### config.mk
export PLATFORM = sky130hd
export DESIGN_NAME = ansi_sgr_color_parser_flat
export DESIGN_NICKNAME = d
export VERILOG_FILES = /design/src/asgr_pkg.sv /design/src/asgr_ifs.sv /design/src/ansi_sgr_color_parser.sv /design/src/flat_wrapper.sv
export SDC_FILE = /design/constraint.sdc
export NUM_CORES = 1
export LEC_CHECK = 0
export BUFFER_PORTS_ARGS = -buffer_cell sky130_fd_sc_hd__buf_4
export CORE_MARGIN = 2
export CORE_UTILIZATION = 33
export CTS_CLUSTER_DIAMETER = 50
export DETAILED_ROUTE_END_ITERATION = 10
export HOLD_SLACK_MARGIN = 0.02
export SLEW_MARGIN = 15
export SYNTH_ARGS = -nofsm -noshare
export SYNTH_HDL_FRONTEND = slang
export SYNTH_SLANG_ARGS = --single-unit
### constraint.sdc
create_clock -name clk -period 4 [get_ports clk]
set_input_delay 0.8 -clock clk [delete_from_list [all_inputs] [get_ports clk]]
set_output_delay 0.8 -clock clk [all_outputs]
set_load 0.1 [all_outputs]
### src/asgr_pkg.sv
// Package: shared types, character codes and palette tables for the SGR colour parser.
package asgr_pkg;

    localparam int CHAR_W  = 8;
    localparam int COLOR_W = 24;
    localparam int CODE_W  = 7;

    localparam logic [COLOR_W-1:0] DEFAULT_COLOR_RESET = 24'hCCCCCC;

    localparam logic [CHAR_W-1:0] CH_ESC       = 8'h1B;
    localparam logic [CHAR_W-1:0] CH_LBRACKET  = 8'h5B;
    localparam logic [CHAR_W-1:0] CH_SEMICOLON = 8'h3B;
    localparam logic [CHAR_W-1:0] CH_FINAL_M   = 8'h6D;
    localparam logic [CHAR_W-1:0] CH_DIGIT_0   = 8'h30;
    localparam logic [CHAR_W-1:0] CH_DIGIT_9   = 8'h39;

    localparam logic [CODE_W-1:0] CODE_RESET     = 7'd0;
    localparam logic [CODE_W-1:0] CODE_BOLD      = 7'd1;
    localparam logic [CODE_W-1:0] CODE_FG_FIRST  = 7'd30;
    localparam logic [CODE_W-1:0] CODE_FG_LAST   = 7'd37;
    localparam logic [CODE_W-1:0] CODE_FG_DFLT   = 7'd39;
    localparam logic [CODE_W-1:0] CODE_BR_FIRST  = 7'd90;
    localparam logic [CODE_W-1:0] CODE_BR_LAST   = 7'd97;
    localparam logic [CODE_W-1:0] CODE_MAX       = 7'd127;

    typedef enum logic [1:0] {
        ST_TEXT = 2'd0,
        ST_ESC  = 2'd1,
        ST_CSI  = 2'd2
    } scan_state_t;

    function automatic logic [COLOR_W-1:0] pal_normal(input logic [2:0] idx);
        logic [COLOR_W-1:0] col;
        case (idx)
            3'd0:    col = 24'h282C34;
            3'd1:    col = 24'hE06C75;
            3'd2:    col = 24'h98C379;
            3'd3:    col = 24'hE5C07B;
            3'd4:    col = 24'h61AFEF;
            3'd5:    col = 24'hC678DD;
            3'd6:    col = 24'h56B6C2;
            default: col = 24'hABB2BF;
        endcase
        return col;
    endfunction

    function automatic logic [COLOR_W-1:0] pal_bright(input logic [2:0] idx);
        logic [COLOR_W-1:0] col;
        case (idx)
            3'd0:    col = 24'h5C6370;
            3'd1:    col = 24'hEF596F;
            3'd2:    col = 24'hA6E22E;
            3'd3:    col = 24'hE6DB74;
            3'd4:    col = 24'h66D9EF;
            3'd5:    col = 24'hAE81FF;
            3'd6:    col = 24'hA1EFE4;
            default: col = 24'hF8F8F2;
        endcase
        return col;
    endfunction

    function automatic logic is_letter(input logic [CHAR_W-1:0] c);
        logic hit;
        hit = (c inside {[8'h41:8'h5A], [8'h61:8'h7A], 8'hAA, 8'hB5, 8'hBA})
              || ((c >= 8'hC0) && (c != 8'hD7) && (c != 8'hF7));
        return hit;
    endfunction

endpackage

### src/asgr_ifs.sv
// Interfaces: character request channel, text result channel and configuration write channel.
interface asgr_char_if;
    import asgr_pkg::*;
    logic              valid;
    logic              ready;
    logic [CHAR_W-1:0] char_code;
    logic              restart;
    modport source (output valid, output char_code, output restart, input ready);
    modport sink   (input valid, input char_code, input restart, output ready);
endinterface

interface asgr_text_if;
    import asgr_pkg::*;
    logic               valid;
    logic               ready;
    logic [CHAR_W-1:0]  out_char;
    logic [COLOR_W-1:0] out_color;
    modport source (output valid, output out_char, output out_color, input ready);
    modport sink   (input valid, input out_char, input out_color, output ready);
endinterface

interface asgr_cfg_if;
    import asgr_pkg::*;
    logic               valid;
    logic               ready;
    logic [COLOR_W-1:0] data;
    modport source (output valid, output data, input ready);
    modport sink   (input valid, input data, output ready);
endinterface

### src/ansi_sgr_color_parser.sv
// Top level: ANSI SGR escape sequence parser passing text characters with their colour.
//
//  channel      dir  payload                         handshake
//  char_stream  in   char_code[7:0], restart         valid/ready
//  text_stream  out  out_char[7:0], out_color[23:0]  valid/ready
//  cfg          in   data[23:0] (default colour)     valid/ready, ready always high
//
// One request per cycle; the parser state updates in the cycle of acceptance.
// A text result is registered in the output register, or in the skid entry on a stall.
// Output register plus one skid entry: requests keep flowing while one result waits.
// Reset clears to text state, bold off, colours 0xCCCCCC.
// char_stream.ready drops only while the skid entry is full.
module ansi_sgr_color_parser
    import asgr_pkg::*;
(
    input  logic       clk,
    input  logic       rst_n,
    asgr_char_if.sink  char_stream,
    asgr_text_if.source text_stream,
    asgr_cfg_if.sink   cfg
);

    typedef struct packed {
        logic               bold;
        logic [COLOR_W-1:0] color;
    } pend_t;

    scan_state_t        scan_state_reg, scan_state_next;
    logic               bold_on_reg, bold_on_next;
    logic [COLOR_W-1:0] current_color_reg, current_color_next;
    logic               pending_bold_reg, pending_bold_next;
    logic [COLOR_W-1:0] pending_color_reg, pending_color_next;
    logic [CODE_W-1:0]  code_value_reg, code_value_next;
    logic               code_has_digit_reg, code_has_digit_next;
    logic               code_bad_reg, code_bad_next;
    logic               seq_nonempty_reg, seq_nonempty_next;
    logic [COLOR_W-1:0] default_color_reg;

    logic               out_valid_reg;
    logic [CHAR_W-1:0]  out_char_reg;
    logic [COLOR_W-1:0] out_color_reg;
    logic               skid_valid_reg;
    logic [CHAR_W-1:0]  skid_char_reg;
    logic [COLOR_W-1:0] skid_color_reg;

    logic               in_fire;
    logic               out_fire;
    logic               emit;
    logic [CHAR_W-1:0]  c;
    pend_t              ev;
    logic [10:0]        acc;

    function automatic pend_t eval_code(
        input logic               pb,
        input logic [COLOR_W-1:0] pc,
        input logic [CODE_W-1:0]  v,
        input logic               has_digit,
        input logic               bad,
        input logic [COLOR_W-1:0] dflt
    );
        pend_t r;
        logic [CODE_W-1:0] off_fg;
        logic [CODE_W-1:0] off_br;
        r.bold  = pb;
        r.color = pc;
        off_fg  = v - CODE_FG_FIRST;
        off_br  = v - CODE_BR_FIRST;
        if (has_digit && !bad)
        begin
            if (v == CODE_RESET)
            begin
                r.bold  = 1'b0;
                r.color = dflt;
            end
            else if (v == CODE_BOLD)
            begin
                r.bold = 1'b1;
            end
            else if (v >= CODE_FG_FIRST && v <= CODE_FG_LAST)
            begin
                r.color = pb ? pal_bright(off_fg[2:0]) : pal_normal(off_fg[2:0]);
            end
            else if (v >= CODE_BR_FIRST && v <= CODE_BR_LAST)
            begin
                r.color = pal_bright(off_br[2:0]);
            end
            else if (v == CODE_FG_DFLT)
            begin
                r.color = dflt;
            end
        end
        return r;
    endfunction

    assign in_fire          = char_stream.valid && char_stream.ready;
    assign out_fire         = out_valid_reg && text_stream.ready;
    assign char_stream.ready = !skid_valid_reg;
    assign cfg.ready        = 1'b1;
    assign c                = char_stream.char_code;

    assign ev  = eval_code(pending_bold_reg, pending_color_reg, code_value_reg,
                           code_has_digit_reg, code_bad_reg, default_color_reg);
    assign acc = ({4'd0, code_value_reg} * 11'd10) + {7'd0, c[3:0]};

    always_comb
    begin
        scan_state_next     = scan_state_reg;
        bold_on_next        = bold_on_reg;
        current_color_next  = current_color_reg;
        pending_bold_next   = pending_bold_reg;
        pending_color_next  = pending_color_reg;
        code_value_next     = code_value_reg;
        code_has_digit_next = code_has_digit_reg;
        code_bad_next       = code_bad_reg;
        seq_nonempty_next   = seq_nonempty_reg;
        emit                = 1'b0;
        if (in_fire)
        begin
            if (char_stream.restart)
            begin
                scan_state_next     = ST_TEXT;
                bold_on_next        = 1'b0;
                current_color_next  = default_color_reg;
                pending_bold_next   = 1'b0;
                pending_color_next  = default_color_reg;
                code_value_next     = '0;
                code_has_digit_next = 1'b0;
                code_bad_next       = 1'b0;
                seq_nonempty_next   = 1'b0;
            end
            else
            begin
                case (scan_state_reg)
                    ST_ESC:
                    begin
                        if (c == CH_LBRACKET)
                        begin
                            scan_state_next     = ST_CSI;
                            pending_bold_next   = bold_on_reg;
                            pending_color_next  = current_color_reg;
                            code_value_next     = '0;
                            code_has_digit_next = 1'b0;
                            code_bad_next       = 1'b0;
                            seq_nonempty_next   = 1'b0;
                        end
                        else
                        begin
                            scan_state_next = ST_TEXT;
                        end
                    end
                    ST_CSI:
                    begin
                        if (is_letter(c))
                        begin
                            if (c == CH_FINAL_M)
                            begin
                                if (!seq_nonempty_reg)
                                begin
                                    bold_on_next       = 1'b0;
                                    current_color_next = default_color_reg;
                                end
                                else
                                begin
                                    pending_bold_next  = ev.bold;
                                    pending_color_next = ev.color;
                                    bold_on_next       = ev.bold;
                                    current_color_next = ev.color;
                                end
                            end
                            code_value_next     = '0;
                            code_has_digit_next = 1'b0;
                            code_bad_next       = 1'b0;
                            seq_nonempty_next   = 1'b0;
                            scan_state_next     = ST_TEXT;
                        end
                        else
                        begin
                            seq_nonempty_next = 1'b1;
                            if (c == CH_SEMICOLON)
                            begin
                                pending_bold_next   = ev.bold;
                                pending_color_next  = ev.color;
                                code_value_next     = '0;
                                code_has_digit_next = 1'b0;
                                code_bad_next       = 1'b0;
                            end
                            else if (c >= CH_DIGIT_0 && c <= CH_DIGIT_9)
                            begin
                                code_value_next     = (acc > {4'd0, CODE_MAX}) ? CODE_MAX
                                                                              : acc[CODE_W-1:0];
                                code_has_digit_next = 1'b1;
                            end
                            else
                            begin
                                code_bad_next = 1'b1;
                            end
                        end
                    end
                    default:
                    begin
                        if (c == CH_ESC)
                        begin
                            scan_state_next = ST_ESC;
                        end
                        else
                        begin
                            scan_state_next = ST_TEXT;
                            emit            = 1'b1;
                        end
                    end
                endcase
            end
        end
    end

    always_ff @(posedge clk or negedge rst_n)
    begin
        if (!rst_n)
        begin
            scan_state_reg     <= ST_TEXT;
            bold_on_reg        <= 1'b0;
            current_color_reg  <= DEFAULT_COLOR_RESET;
            pending_bold_reg   <= 1'b0;
            pending_color_reg  <= DEFAULT_COLOR_RESET;
            code_value_reg     <= '0;
            code_has_digit_reg <= 1'b0;
            code_bad_reg       <= 1'b0;
            seq_nonempty_reg   <= 1'b0;
            default_color_reg  <= DEFAULT_COLOR_RESET;
        end
        else
        begin
            scan_state_reg     <= scan_state_next;
            bold_on_reg        <= bold_on_next;
            current_color_reg  <= current_color_next;
            pending_bold_reg   <= pending_bold_next;
            pending_color_reg  <= pending_color_next;
            code_value_reg     <= code_value_next;
            code_has_digit_reg <= code_has_digit_next;
            code_bad_reg       <= code_bad_next;
            seq_nonempty_reg   <= seq_nonempty_next;
            if (cfg.valid && cfg.ready)
            begin
                default_color_reg <= cfg.data;
            end
        end
    end

    // Hold a stalled result; park a new one in the skid entry.
    always_ff @(posedge clk or negedge rst_n)
    begin
        if (!rst_n)
        begin
            out_valid_reg  <= 1'b0;
            skid_valid_reg <= 1'b0;
        end
        else if (!out_valid_reg || out_fire)
        begin
            if (skid_valid_reg)
            begin
                out_valid_reg  <= 1'b1;
                skid_valid_reg <= 1'b0;
            end
            else
            begin
                out_valid_reg <= emit;
            end
        end
        else if (emit)
        begin
            skid_valid_reg <= 1'b1;
        end
    end

    always_ff @(posedge clk)
    begin
        if (!out_valid_reg || out_fire)
        begin
            if (skid_valid_reg)
            begin
                out_char_reg  <= skid_char_reg;
                out_color_reg <= skid_color_reg;
            end
            else
            begin
                out_char_reg  <= c;
                out_color_reg <= current_color_reg;
            end
        end
        else if (emit)
        begin
            skid_char_reg  <= c;
            skid_color_reg <= current_color_reg;
        end
    end

    assign text_stream.valid     = out_valid_reg;
    assign text_stream.out_char  = out_char_reg;
    assign text_stream.out_color = out_color_reg;

    a_skid_behind_out: assert property (@(posedge clk) disable iff (!rst_n)
        skid_valid_reg |-> out_valid_reg)
        else $error("skid entry full while output register empty");

    a_restart_clears: assert property (@(posedge clk) disable iff (!rst_n)
        (in_fire && char_stream.restart) |=> (scan_state_reg == ST_TEXT && !bold_on_reg))
        else $error("restart did not return to text state");

    a_text_emits: assert property (@(posedge clk) disable iff (!rst_n)
        (in_fire && !char_stream.restart && scan_state_reg == ST_TEXT
         && char_stream.char_code != CH_ESC) |=> out_valid_reg)
        else $error("text character produced no result");

    a_esc_enters: assert property (@(posedge clk) disable iff (!rst_n)
        (in_fire && !char_stream.restart && scan_state_reg == ST_TEXT
         && char_stream.char_code == CH_ESC) |=> (scan_state_reg == ST_ESC))
        else $error("escape not taken in text state");

    a_no_loss: assert property (@(posedge clk) disable iff (!rst_n)
        (out_valid_reg && !text_stream.ready && emit) |=> skid_valid_reg)
        else $error("result dropped under stall");

endmodule

### src/flat_wrapper.sv
// flat-port wrapper written by rule: the top's interface ports become plain ports
module ansi_sgr_color_parser_flat import asgr_pkg::*;
  (clk, rst_n, char_stream_valid, char_stream_char_code, char_stream_restart, char_stream_ready, text_stream_valid, text_stream_out_char, text_stream_out_color, text_stream_ready, cfg_valid, cfg_data, cfg_ready);
  asgr_char_if char_stream_i ();
  asgr_text_if text_stream_i ();
  asgr_cfg_if cfg_i ();
  input  logic clk;
  input  logic rst_n;
  input wire logic [$bits(char_stream_i.valid)-1:0] char_stream_valid;
  input wire logic [$bits(char_stream_i.char_code)-1:0] char_stream_char_code;
  input wire logic [$bits(char_stream_i.restart)-1:0] char_stream_restart;
  output wire logic [$bits(char_stream_i.ready)-1:0] char_stream_ready;
  output wire logic [$bits(text_stream_i.valid)-1:0] text_stream_valid;
  output wire logic [$bits(text_stream_i.out_char)-1:0] text_stream_out_char;
  output wire logic [$bits(text_stream_i.out_color)-1:0] text_stream_out_color;
  input wire logic [$bits(text_stream_i.ready)-1:0] text_stream_ready;
  input wire logic [$bits(cfg_i.valid)-1:0] cfg_valid;
  input wire logic [$bits(cfg_i.data)-1:0] cfg_data;
  output wire logic [$bits(cfg_i.ready)-1:0] cfg_ready;
  assign char_stream_i.valid = char_stream_valid;
  assign char_stream_i.char_code = char_stream_char_code;
  assign char_stream_i.restart = char_stream_restart;
  assign char_stream_ready = char_stream_i.ready;
  assign text_stream_valid = text_stream_i.valid;
  assign text_stream_out_char = text_stream_i.out_char;
  assign text_stream_out_color = text_stream_i.out_color;
  assign text_stream_i.ready = text_stream_ready;
  assign cfg_i.valid = cfg_valid;
  assign cfg_i.data = cfg_data;
  assign cfg_ready = cfg_i.ready;
  ansi_sgr_color_parser u_core (.clk(clk), .rst_n(rst_n), .char_stream(char_stream_i), .text_stream(text_stream_i), .cfg(cfg_i));
endmodule
Word-level counts from Yosys, hierarchy flattened
Index checks and enable logic that the tools add are counted.
{ "word_totals": {"regBits": 152, "in_bits": 38, "wordCells": 167} }
{ "classes": {"n_addsub": 3, "mul": 1, "magnitude_cmp": 12, "n_eq_ne": 32, "mux": 70, "bitwise_logic": 1, "n_reduce_logical": 32} }
{ "ops": {"columns": ["op", "n"], "rows": [
  ["$pmux 24 s7", 3],
  ["$mux 24", 17],
  ["$mux 25", 2],
  ["$pmux 24 s2", 1],
  ["$mux 7", 6],
  ["$mux 1", 31],
  ["$eq 8x8->1 const B", 3],
  ["$eq 3x3->1 const B", 6],
  ["$eq 8x7->1 const B", 2],
  ["$ge 8x7->1 const B", 2],
  ["$le 8x7->1 const B", 2],
  ["$ne 8x8->1 const B", 2],
  ["$pmux 7 s2", 1],
  ["$eq 3x2->1 const B", 4],
  ["$reduce_and 4->1", 3],
  ["$add 11x4->11", 1],
  ["$gt 11x7->1 const B", 1],
  ["$logic_and 1x1->1", 10],
  ["$mul 7x3->10 const B", 1],
  ["$eq 8x5->1 const B", 1],
  ["$eq 8x6->1 const B", 1],
  ["$ge 8x6->1 const B", 1],
  ["$ge 8x8->1 const B", 1],
  ["$le 8x6->1 const B", 1],
  ["other kinds (33)", 48]
]} }

Depth between registers and ports, before layout
Gate-level depths: netlist (run 1).
{ "depth": {"word_depth": 13, "mapped_depth": 13, "depth_no_buf": 10} }

Worst setup path after synthesis (run 1)
OpenSTA, ideal clock, no wires.
{ "synth_path": {"path_type": "reg-to-reg", "from": "reg u_core.out_valid_reg (netlist: u_core.text_stream.valid)", "to": "reg u_core.skid_char_reg[0], enable pin", "setup_ns": 0.461, "t_arrival_ns": 4.285, "slack_ns": -0.746, "path_stages_with_launch": 3, "synth_period_minus_slack_ns": 4.746, "cell_sequence": "dfrtp_1 nand2b_1 nor3_1"} }
{ "synth_between": {"elab_chain_len": 4, "word_cells_on_any_way": 5, "cone_classes": "1 x bitwise; 4 x reduce/logical"} }
{ "synth_lines": {"columns": ["element", "line", "source"], "rows": [
  ["from (decl)", "ansi_sgr_color_parser.sv:39", "logic out_valid_reg;"],
  ["from (signal assigned)", "ansi_sgr_color_parser.sv:266", "out_valid_reg <= emit;"],
  ["$logic_not 1->1 or $logic_and 1x1->1 (tied branches)", "ansi_sgr_color_parser.sv:277, ansi_sgr_color_parser.sv:96", null],
  ["$logic_or 1x1->1 (*)", "ansi_sgr_color_parser.sv:277", "if (!out_valid_reg || out_fire)"],
  ["$not 1->1 (no line) (*)", null, null],
  ["$reduce_and 2->1 (no line) (*)", null, null],
  ["to (signal assigned)", "ansi_sgr_color_parser.sv:292", "skid_char_reg <= c;"],
  ["to (decl)", "ansi_sgr_color_parser.sv:43", "logic [CHAR_W-1:0] skid_char_reg;"]
]} }
Every way passes the cells marked *; elsewhere a longest branch is shown, timed or not.
A chain may end at the register's enable or synchronous reset.

Final worst setup path (run 1)
{ "layout_path": {"from": "reg u_core.code_value_reg[1]", "to": "reg u_core.current_color_reg[18]"} }
{ "layout_between": {"elab_chain_len": 13, "word_cells_on_any_way": 40, "cone_classes": "2 x add/sub; 4 x order compare; 14 x eq/ne; 15 x mux; 5 x reduce/logical"} }
{ "layout_lines": {"columns": ["element", "line", "source"], "rows": [
  ["from (decl)", "ansi_sgr_color_parser.sv:33", "logic [CODE_W-1:0] code_value_reg, code_value_next;"],
  ["from (signal assigned)", "ansi_sgr_color_parser.sv:238", "code_value_reg <= code_value_next;"],
  ["$sub 3x2->3 or $sub 3x3->3 (tied branches)", "ansi_sgr_color_parser.sv:67, ansi_sgr_color_parser.sv:66", null],
  ["$eq 3x3->1 (tied with other cells)", "asgr_pkg.sv:49", "case (idx)"],
  ["$pmux 24 s7, on equally long branches", "asgr_pkg.sv:49, asgr_pkg.sv:34", null],
  ["$mux 24, on equally long branches", "ansi_sgr_color_parser.sv:83, ansi_sgr_color_parser.sv:81", null],
  ["$mux 24", "ansi_sgr_color_parser.sv:79", "else if (v >= CODE_FG_FIRST && v <= CODE_FG_LAST)"],
  ["$mux 24", "ansi_sgr_color_parser.sv:75", "else if (v == CODE_BOLD)"],
  ["$mux 25 (*)", "ansi_sgr_color_parser.sv:70", "if (v == CODE_RESET)"],
  ["$mux 25 (*)", "ansi_sgr_color_parser.sv:68", "if (has_digit && !bad)"],
  ["$mux 24 (*)", "ansi_sgr_color_parser.sv:157", "if (!seq_nonempty_reg)"],
  ["$mux 24 (*)", "ansi_sgr_color_parser.sv:155", "if (c == CH_FINAL_M)"],
  ["$mux 24 (*)", "ansi_sgr_color_parser.sv:153", "if (is_letter(c))"],
  ["$mux 24 (*)", "ansi_sgr_color_parser.sv:133", "case (scan_state_reg)"],
  ["$mux 24 (*)", "ansi_sgr_color_parser.sv:119", "if (char_stream.restart)"],
  ["to (signal assigned)", "ansi_sgr_color_parser.sv:235", "current_color_reg <= current_color_next;"],
  ["to (decl)", "ansi_sgr_color_parser.sv:30", "logic [COLOR_W-1:0] current_color_reg, current_color_next;"]
]} }
Every way passes the cells marked *; elsewhere a longest branch is shown, timed or not. The select of a mux whose other input is x is not followed.

==> summary.txt, run 1 <==
Status
  • Run status: finished clean

Logic synthesis
  • Post-synth cell types: 88
  • Synth Warn #: 0
  • Syn nets: 1039
  • Synth Register Bits: 152
  • Post-synth top flop: edfxtp_1
  • Sequential element share of the synthesized area: roughly 44%
  • EDFF count, synth: 64
  • Cell area after synthesis: around 0.0094 mm²
  • Synth Instances: 977
  • Ys async rst share: approximately 58%
  • Synthesized area per cell: about 9.6 µm²

Timing
  • Fin. max-slew vios: 0
  • Final Hold Fails: 0
  • RSZ-0062 raised after global routing: no
  • Tmin final: 3.27 ns
  • Worst-margin pin slew: 1.14 ns
  • Final setup fails: 0
  • Final worst slack: 0.731 ns
  • Fmax: 0.306 GHz
  • Worst relative slew slack: 23.5%
  • Fin Setup TNS: 0 ns
  • Crit share post-route: between 80% and 90%
  • Worst clock skew: roughly 0.0097 ns

Power
  • Maximum vdd drop: approximately 0.24 mV
  • Static leakage: a little over 4 nW
  • Design Power: 4.75 mW
  • Power Dens Cells: 434 mW/mm²

Global route
  • Tot GR Track Use: about a fifth
  • Vias in the first global route: 7772
  • Gr ovfl total: 0
  • Pin count of the biggest net entering global routing: 67
  • First-pass GRT wire length: around 46 mm
  • Initial antenna violation count: 0

Detailed routing
  • DRC viols: 0
  • WL per Instance: around 20 µm
  • DRT Wirelength: approximately 29 mm
  • Vias: between 8000 and 9000
  • Drt via density: approximately 5.8
  • DRT Pass-1 Iters: 6
  • DRT iter0 DRCs: approximately 820
  • Routed Antenna Nets: 0

Finish
  • ANT cells: 0
  • Layout cells sized above 1: around a quarter
  • Layout Area Growth over Synthesis: 16.5%
  • FILL cells: around 2800
  • Post-route insts no fill: between 1000 and 1500
  • Final Instance Area: 0.0109 mm²
  • Final #Nets: between 1000 and 1500

Clock tree
  • Setup Buffers After CTS: 0
  • Clk buf depth: 2
  • Resize count post-CTS: 0
  • Clock Latency Late Sink: about 0.44 ns
  • Hold buffers post-CTS: 0
  • TritonCTS clock tree: yes
  • H-tree lvl count: 4
  • Clock input transition at the sequential cells of the worst setup and hold paths: approximately 0.07 ns
  • Num CTS Buffers: 17
  • Root Buffer: clkbuf_16
  • CTS sink count: around 150

Setup path
  • Crit-path max FO: 27
  • Largest stage delay on the critical path: 0.51 ns
  • Data required time of the worst path: 4.36 ns
  • Worst Path Buf+Inv: 2
  • CP Launch Type: flip-flop
  • WP data arrival: roughly 3.6 ns
  • Crit Path Category: reg2reg
  • CP delay by family, top: compound AO/OA/AOI/OAI gates
  • Slowest stage cell, crit path: nor3b_1
  • Crit. End Element: flip-flop
  • Crit-path cells: clkinv_1 > ha_1 > buf_4 > nor3b_1 > nor2_1 > a222oi_1 > a31oi_1 > a211oi_1 > a21oi_1 > o21ai_0

Placement
  • Placed Cells: between 1000 and 1500
  • I/O Buffers: around 70
  • Setup slack at placement: 0.798 ns
  • Area after DPL: slightly above 0.01 mm²
  • Hpwl dp: 20.5 mm
  • GPL Wtd Cong: 0.956

Hold path
  • Hold WC Path Type: reg2reg

Floorplanning
  • Die area: just under 0.03 mm²
  • Ports: between 70 and 80
  • Die Y: around 170 µm
  • Die Wd: about 170 µm
  • Initial Util: about a third
  • Core Region: between 0.02 and 0.03 mm²
  • Site Rows: around 60

Run
  • Max_cap viols: 0
==> power breakdown <==
part	leakage (nW)	switching, mW	internal, mW
registers	1.65	0.171	1.89
clock network	0.285	0.722	0.885
logic	2.22	0.746	0.327
==> cell families (layout without fill, tap and decap cells) <==
| kind of cell | after synthesis | count (layout) | share of synthesized area (%) |
|---|---|---|---|
| xor gates and xnor gates | 6 | 6 | 0.560 |
| adders and majority gates | 24 | 24 | 3.36 |
| muxes | 80 | 80 | 9.26 |
| and+or+nand+nor | 290 | 290 | 15.2 |
| AOI/OAI and AO/OA | 328 | 328 | 22.8 |
| other | 1 | 1 | 0.0400 |
| buffers and inverters | 96 | 158 | 4.37 |
| DFF | 152 | 152 | 44.4 |
==> cell usage after synthesis, types with 3 or more instances <==
master    count  area, µm²
nand2_1      92        345
a21oi_1      88        440
o21ai_0      79        395
nor2_1       69        259
edfxtp_1     64       1920
mux2_2       55        619
dfrtp_1      52       1300
clkbuf_1     51        191
dfstp_2      36        946
nand3_1      31        155
mux2i_1      25        250
ha_1         22        275
inv_1        20       75.1
nor3_1       18       90.1
a22oi_1      16        120
a31oi_1      15       93.8
o211ai_1     15        113
a211oi_1     13       97.6
nor2b_1      13       81.3
nand4_1      11       68.8
buf_2        10       50.1
a221oi_1      9       78.8
a22o_1        9       78.8
a21o_1        8       60.1
buf_1         8       30.0
o31ai_1       8       60.1
or3_1         8       50.1
nand2b_1      7       43.8
o21a_1        7       52.6
o21ai_1       7       35.0
and3_1        6       37.5
a222oi_1      5       50.1
and2_1        5       31.3
o221ai_1      5       43.8
buf_6         4       45.0
o22ai_1       4       25.0
o311ai_0      4       35.0
xnor2_1       4       35.0
a221o_1       3       30.0
a32oi_1       3       26.3
a41oi_1       3       26.3
nor2_2        3       18.8
nor3b_1       3       22.5
nor4b_1       3       26.3
==> final cells by class <==
cell class	count	area, µm²	share of cell area, %
inverter	21	78.8	0.721
clock inverter	14	163	1.49
sequential	152	4170	38.1
multi-input combinational	729	4820	44.1
tap	378	473	4.33
timing repair buffer	105	801	7.32
clock buffer	18	429	3.92
==> routing by layer <==
metal  wire length [µm]  track usage, %  part of all wire (%)  vias up
li1                   -               -                     -     3784
met4               1000            7.91                   3.4        0
met5                  0               0                     0        -
met3               2420            3.87                   8.3       68
met2              12600            28.9                    43      415
met1              13000            27.7                    45     3960
==> metrics by stage <==
| step | hold slack, ns | utilization [%] |
|---|---|---|
| 2_1_floorplan | 0.450 | - |
| 3_3_place_gp | 0.462 | 37.1 |
| 3_5_place_dp | 0.466 | 37.1 |
| 4_1_cts | 0.477 | 39.2 |
| 5_1_grt | 0.503 | 39.2 |
| 6_report | 0.477 | 39.2 |
==> path summary, 6_finish.rpt <==
check	start	end	slack [ns]	cells after the start
min	u_core.pending_color_reg[15]	u_core.pending_color_reg[15]	0.48	2
max in group asynchronous	rst_n	u_core.current_color_reg[19]	2.64	2
max	u_core.code_value_reg[1]	u_core.current_color_reg[18]	0.73	10
min reg2reg	u_core.pending_color_reg[15]	u_core.pending_color_reg[15]	0.48	2
max reg2reg	u_core.code_value_reg[1]	u_core.current_color_reg[18]	0.73	10
min in group asynchronous	rst_n	u_core.pending_color_reg[13]	0.50	1
==> worst reg2reg max path, cell delays in order, from the launching register on <==
cell and delay, ns:
dfrtp_1 0.49, clkinv_1 0.41, ha_1 0.44, buf_4 0.23, nor3b_1 0.52, nor2_1 0.08, a222oi_1 0.36, a31oi_1 0.16
a211oi_1 0.26, a21oi_1 0.06, o21ai_0 0.17
==> cell usage in the layout, fill, tap and decap left out, types with 25 or more instances in the layout <==
| cell type | Yosys | final |
|---|---|---|
| buf_4 | 2 | 104 |
| nand2_1 | 92 | 92 |
| a21oi_1 | 88 | 88 |
| o21ai_0 | 79 | 79 |
| nor2_1 | 69 | 69 |
| edfxtp_1 | 64 | 64 |
| mux2_2 | 55 | 55 |
| dfrtp_1 | 52 | 52 |
| dfstp_2 | 36 | 36 |
| nand3_1 | 31 | 31 |
| mux2i_1 | 25 | 25 |
Note: power is estimated with default switching activity, not from simulation.
==> inputs of run 2 (changes only) <==
Clock period 4 ns to 2.9 ns, I/O delays scaled along.
==> summary.txt, run 2 (synthesis results as in run 1) <==
Timing
  • Final worst slack: 0.114 ns (-0.617 ns)
  • Final Hold Fails: 0 (unchanged)
  • Fmax: 0.359 GHz (+17%)
  • Crit share post-route: 96.1% (+14 points)
  • Fin. max-slew vios: 0 (unchanged)
  • Worst-margin pin slew: 0.690 ns (-0.448 ns)
  • Final setup fails: 0 (unchanged)
  • RSZ-0062 raised after global routing: yes
  • Worst relative slew slack: 53.6% (+30 points)
  • Tmin final: 2.79 ns (-0.483 ns)
  • Worst clock skew: 0.0104 ns (+0.000692 ns)
  • Fin Setup TNS: 0 ns (unchanged)

Clock tree
  • TritonCTS clock tree: yes
  • CTS sink count: 152 (unchanged)
  • Root Buffer: clkbuf_16
  • Num CTS Buffers: 17 (unchanged)
  • Setup Buffers After CTS: 0 (unchanged)
  • H-tree lvl count: 4 (unchanged)
  • Hold buffers post-CTS: 0 (unchanged)
  • Clk buf depth: 2 (unchanged)
  • Clock input transition at the sequential cells of the worst setup and hold paths: 0.07 ns (about the same)
  • Clock Latency Late Sink: 0.43 ns (about the same)

Placement
  • Placed Cells: 1430 (+3.2%)
  • Hpwl dp: 21.1 mm (+3.0%)
  • GPL Wtd Cong: 0.976 (+2.1%)
  • I/O Buffers: 71 (unchanged)
  • Setup slack at placement: -0.00372 ns (-0.802 ns)

Floorplanning
  • Core Region: 0.0279 mm² (unchanged)
  • Die area: 0.0298 mm² (unchanged)
  • Initial Util: 33.7% (unchanged)
  • Die Y: 173 µm (unchanged)
  • Ports: 73 (unchanged)
  • Site Rows: 61 (unchanged)
  • Die Wd: 173 µm (unchanged)

Finish
  • ANT cells: 0 (unchanged)
  • Post-route insts no fill: 1462 (+3.2%)
  • Commonest non-fill, non-tap cells in the layout: 144 x buf_4, 92 x nand2_1, 88 x a21oi_1
  • Layout Area Growth over Synthesis: 21.4%
  • Final #Nets: 1133 (+4.1%)
  • Fin util: 40.9% (+1.7 points)
  • Most common cell after layout, fill and taps aside: buf_4
  • Layout cells sized above 1: 28.0% (+4.1 points)

Status
  • Run status: finished clean

Setup path
  • Crit-path cells: buf_4 > or3b_2 > a21o_1 > nand2_1 > mux2i_1 > o22ai_1 > or4_1 > a21oi_1
  • Crit-path max FO: 28 (+3.7%)
  • Slowest stage cell, crit path: or3b_2
  • Crit Path Category: reg2reg
  • WP data arrival: 3.14 ns (-0.49 ns)
  • Largest stage delay on the critical path: 0.49 ns (-0.02 ns)
  • Crit. End Element: flip-flop
  • Data required time of the worst path: 3.25 ns (-1.11 ns)
  • CP Launch Type: flip-flop

Power
  • Design Power: 6.69 mW (+41%)
  • Static leakage: 4.41 nW (+6.1%)
  • Power Dens Cells: 587 mW/mm² (+35%)
  • Maximum vdd drop: 0.336 mV (+42%)

Detailed routing
  • Routed Antenna Nets: 0 (unchanged)
  • DRT Pass-1 Iters: 5 (-1)
  • DRC viols: 0 (unchanged)
  • WL per Instance: 20.1 µm (-1.7%)
  • DRT Wirelength: 29.4 mm (+1.4%)
  • Vias: 8458 (+2.8%)
  • Drt via density: 5.79 (-0.36%)
  • DRT iter0 DRCs: 767 (-6.0%)

Global route
  • Tot GR Track Use: 19.6% (+0.15 points)
  • Gr ovfl total: 0 (unchanged)
  • Initial antenna violation count: 0 (unchanged)
  • Vias in the first global route: 7955 (+2.4%)
  • Pin count of the biggest net entering global routing: 42 (-37%)
  • First-pass GRT wire length: 46.8 mm (+1.2%)

Run
  • Max_cap viols: 0 (unchanged)

Hold path
  • Hold WC Path Type: in2async
## run 2: cell count changes in the layout (fill, tap and decap cells not counted), moves of 2 or more
cell        before  now
a211oi_1        13   11
a211oi_2         0    2
buf_12           1    6
buf_4          104  144
bufinv_16        1    3
clkinv_2         0    2
clkinv_4         4    2
clkinv_8         2    0
clkinvlp_4       1    3
inv_6            4    2
## run 2: layer usage
layer	global-route usage, %	part of all wire (%)	vias to the layer above
met5	0	0	-
met3	2.95	7.6	64
met1	27.9	45	4085
met4	8.19	3.4	0
li1	-	-	3880
met2	29.8	44	429
## run 2: timing repair
| action | in CTS | in global routing |
|---|---|---|
| setup endpoints to repair | 0 | 13 |
| endpoints found under the hold margin | 0 | 0 |
| gates resized for setup | 0 | 10 |
## run 2: critical path, delay by kind of cell (launching register included)
kind	cells	cell delay, ns
buffers and inverters	1	0.30
DFF	1	0.40
and+or+nand+nor	3	1.24
AOI/OAI and AO/OA	3	0.52
muxes	1	0.24
## run 2: path summary, 6_finish.rpt
path,slack [ns],startpoint,cells after the start,end
worst max-delay path,0.11,u_core.code_value_reg[1],8,u_core.current_color_reg[16]
worst min-delay path,0.11,rst_n,1,u_core.current_color_reg[1]
worst max register to register,0.11,u_core.code_value_reg[1],8,u_core.current_color_reg[16]
worst min register to register,0.48,u_core.pending_color_reg[11],2,u_core.pending_color_reg[11]
max in group asynchronous,2.03,rst_n,2,u_core.current_color_reg[11]
min in group clk,0.38,cfg_data[23],2,u_core.default_color_reg[23]
## run 2: layout make-up
class                           instances  area (µm²)
Inverter                               21        80.1
Sequential cell                       152        4170
Clock buffer                           19         443
Timing Repair Buffer                  150        1200
Multi-Input combinational cell        729        4860
Clock inverter                         13         168
Fill cell                            2708       16500
Tap cell                              378         473
## run 2: stage by stage
stage,hold WS [ns],instance area [µm²]
after floorplan,0.284,9410
after global placement,0.460,10700
after detailed placement,0.468,10700
after CTS,0.130,11400
after global routing,0.147,11400
final,0.114,11400
## run 2: power by group
| part | internal (mW) | leakage, nW | switching [mW] |
|---|---|---|---|
| Clock | 1.39 | 0.290 | 0.956 |
| Sequential | 2.61 | 1.65 | 0.241 |
| Combinational | 0.462 | 2.47 | 1.03 |
| Total | 4.46 | 4.41 | 2.23 |
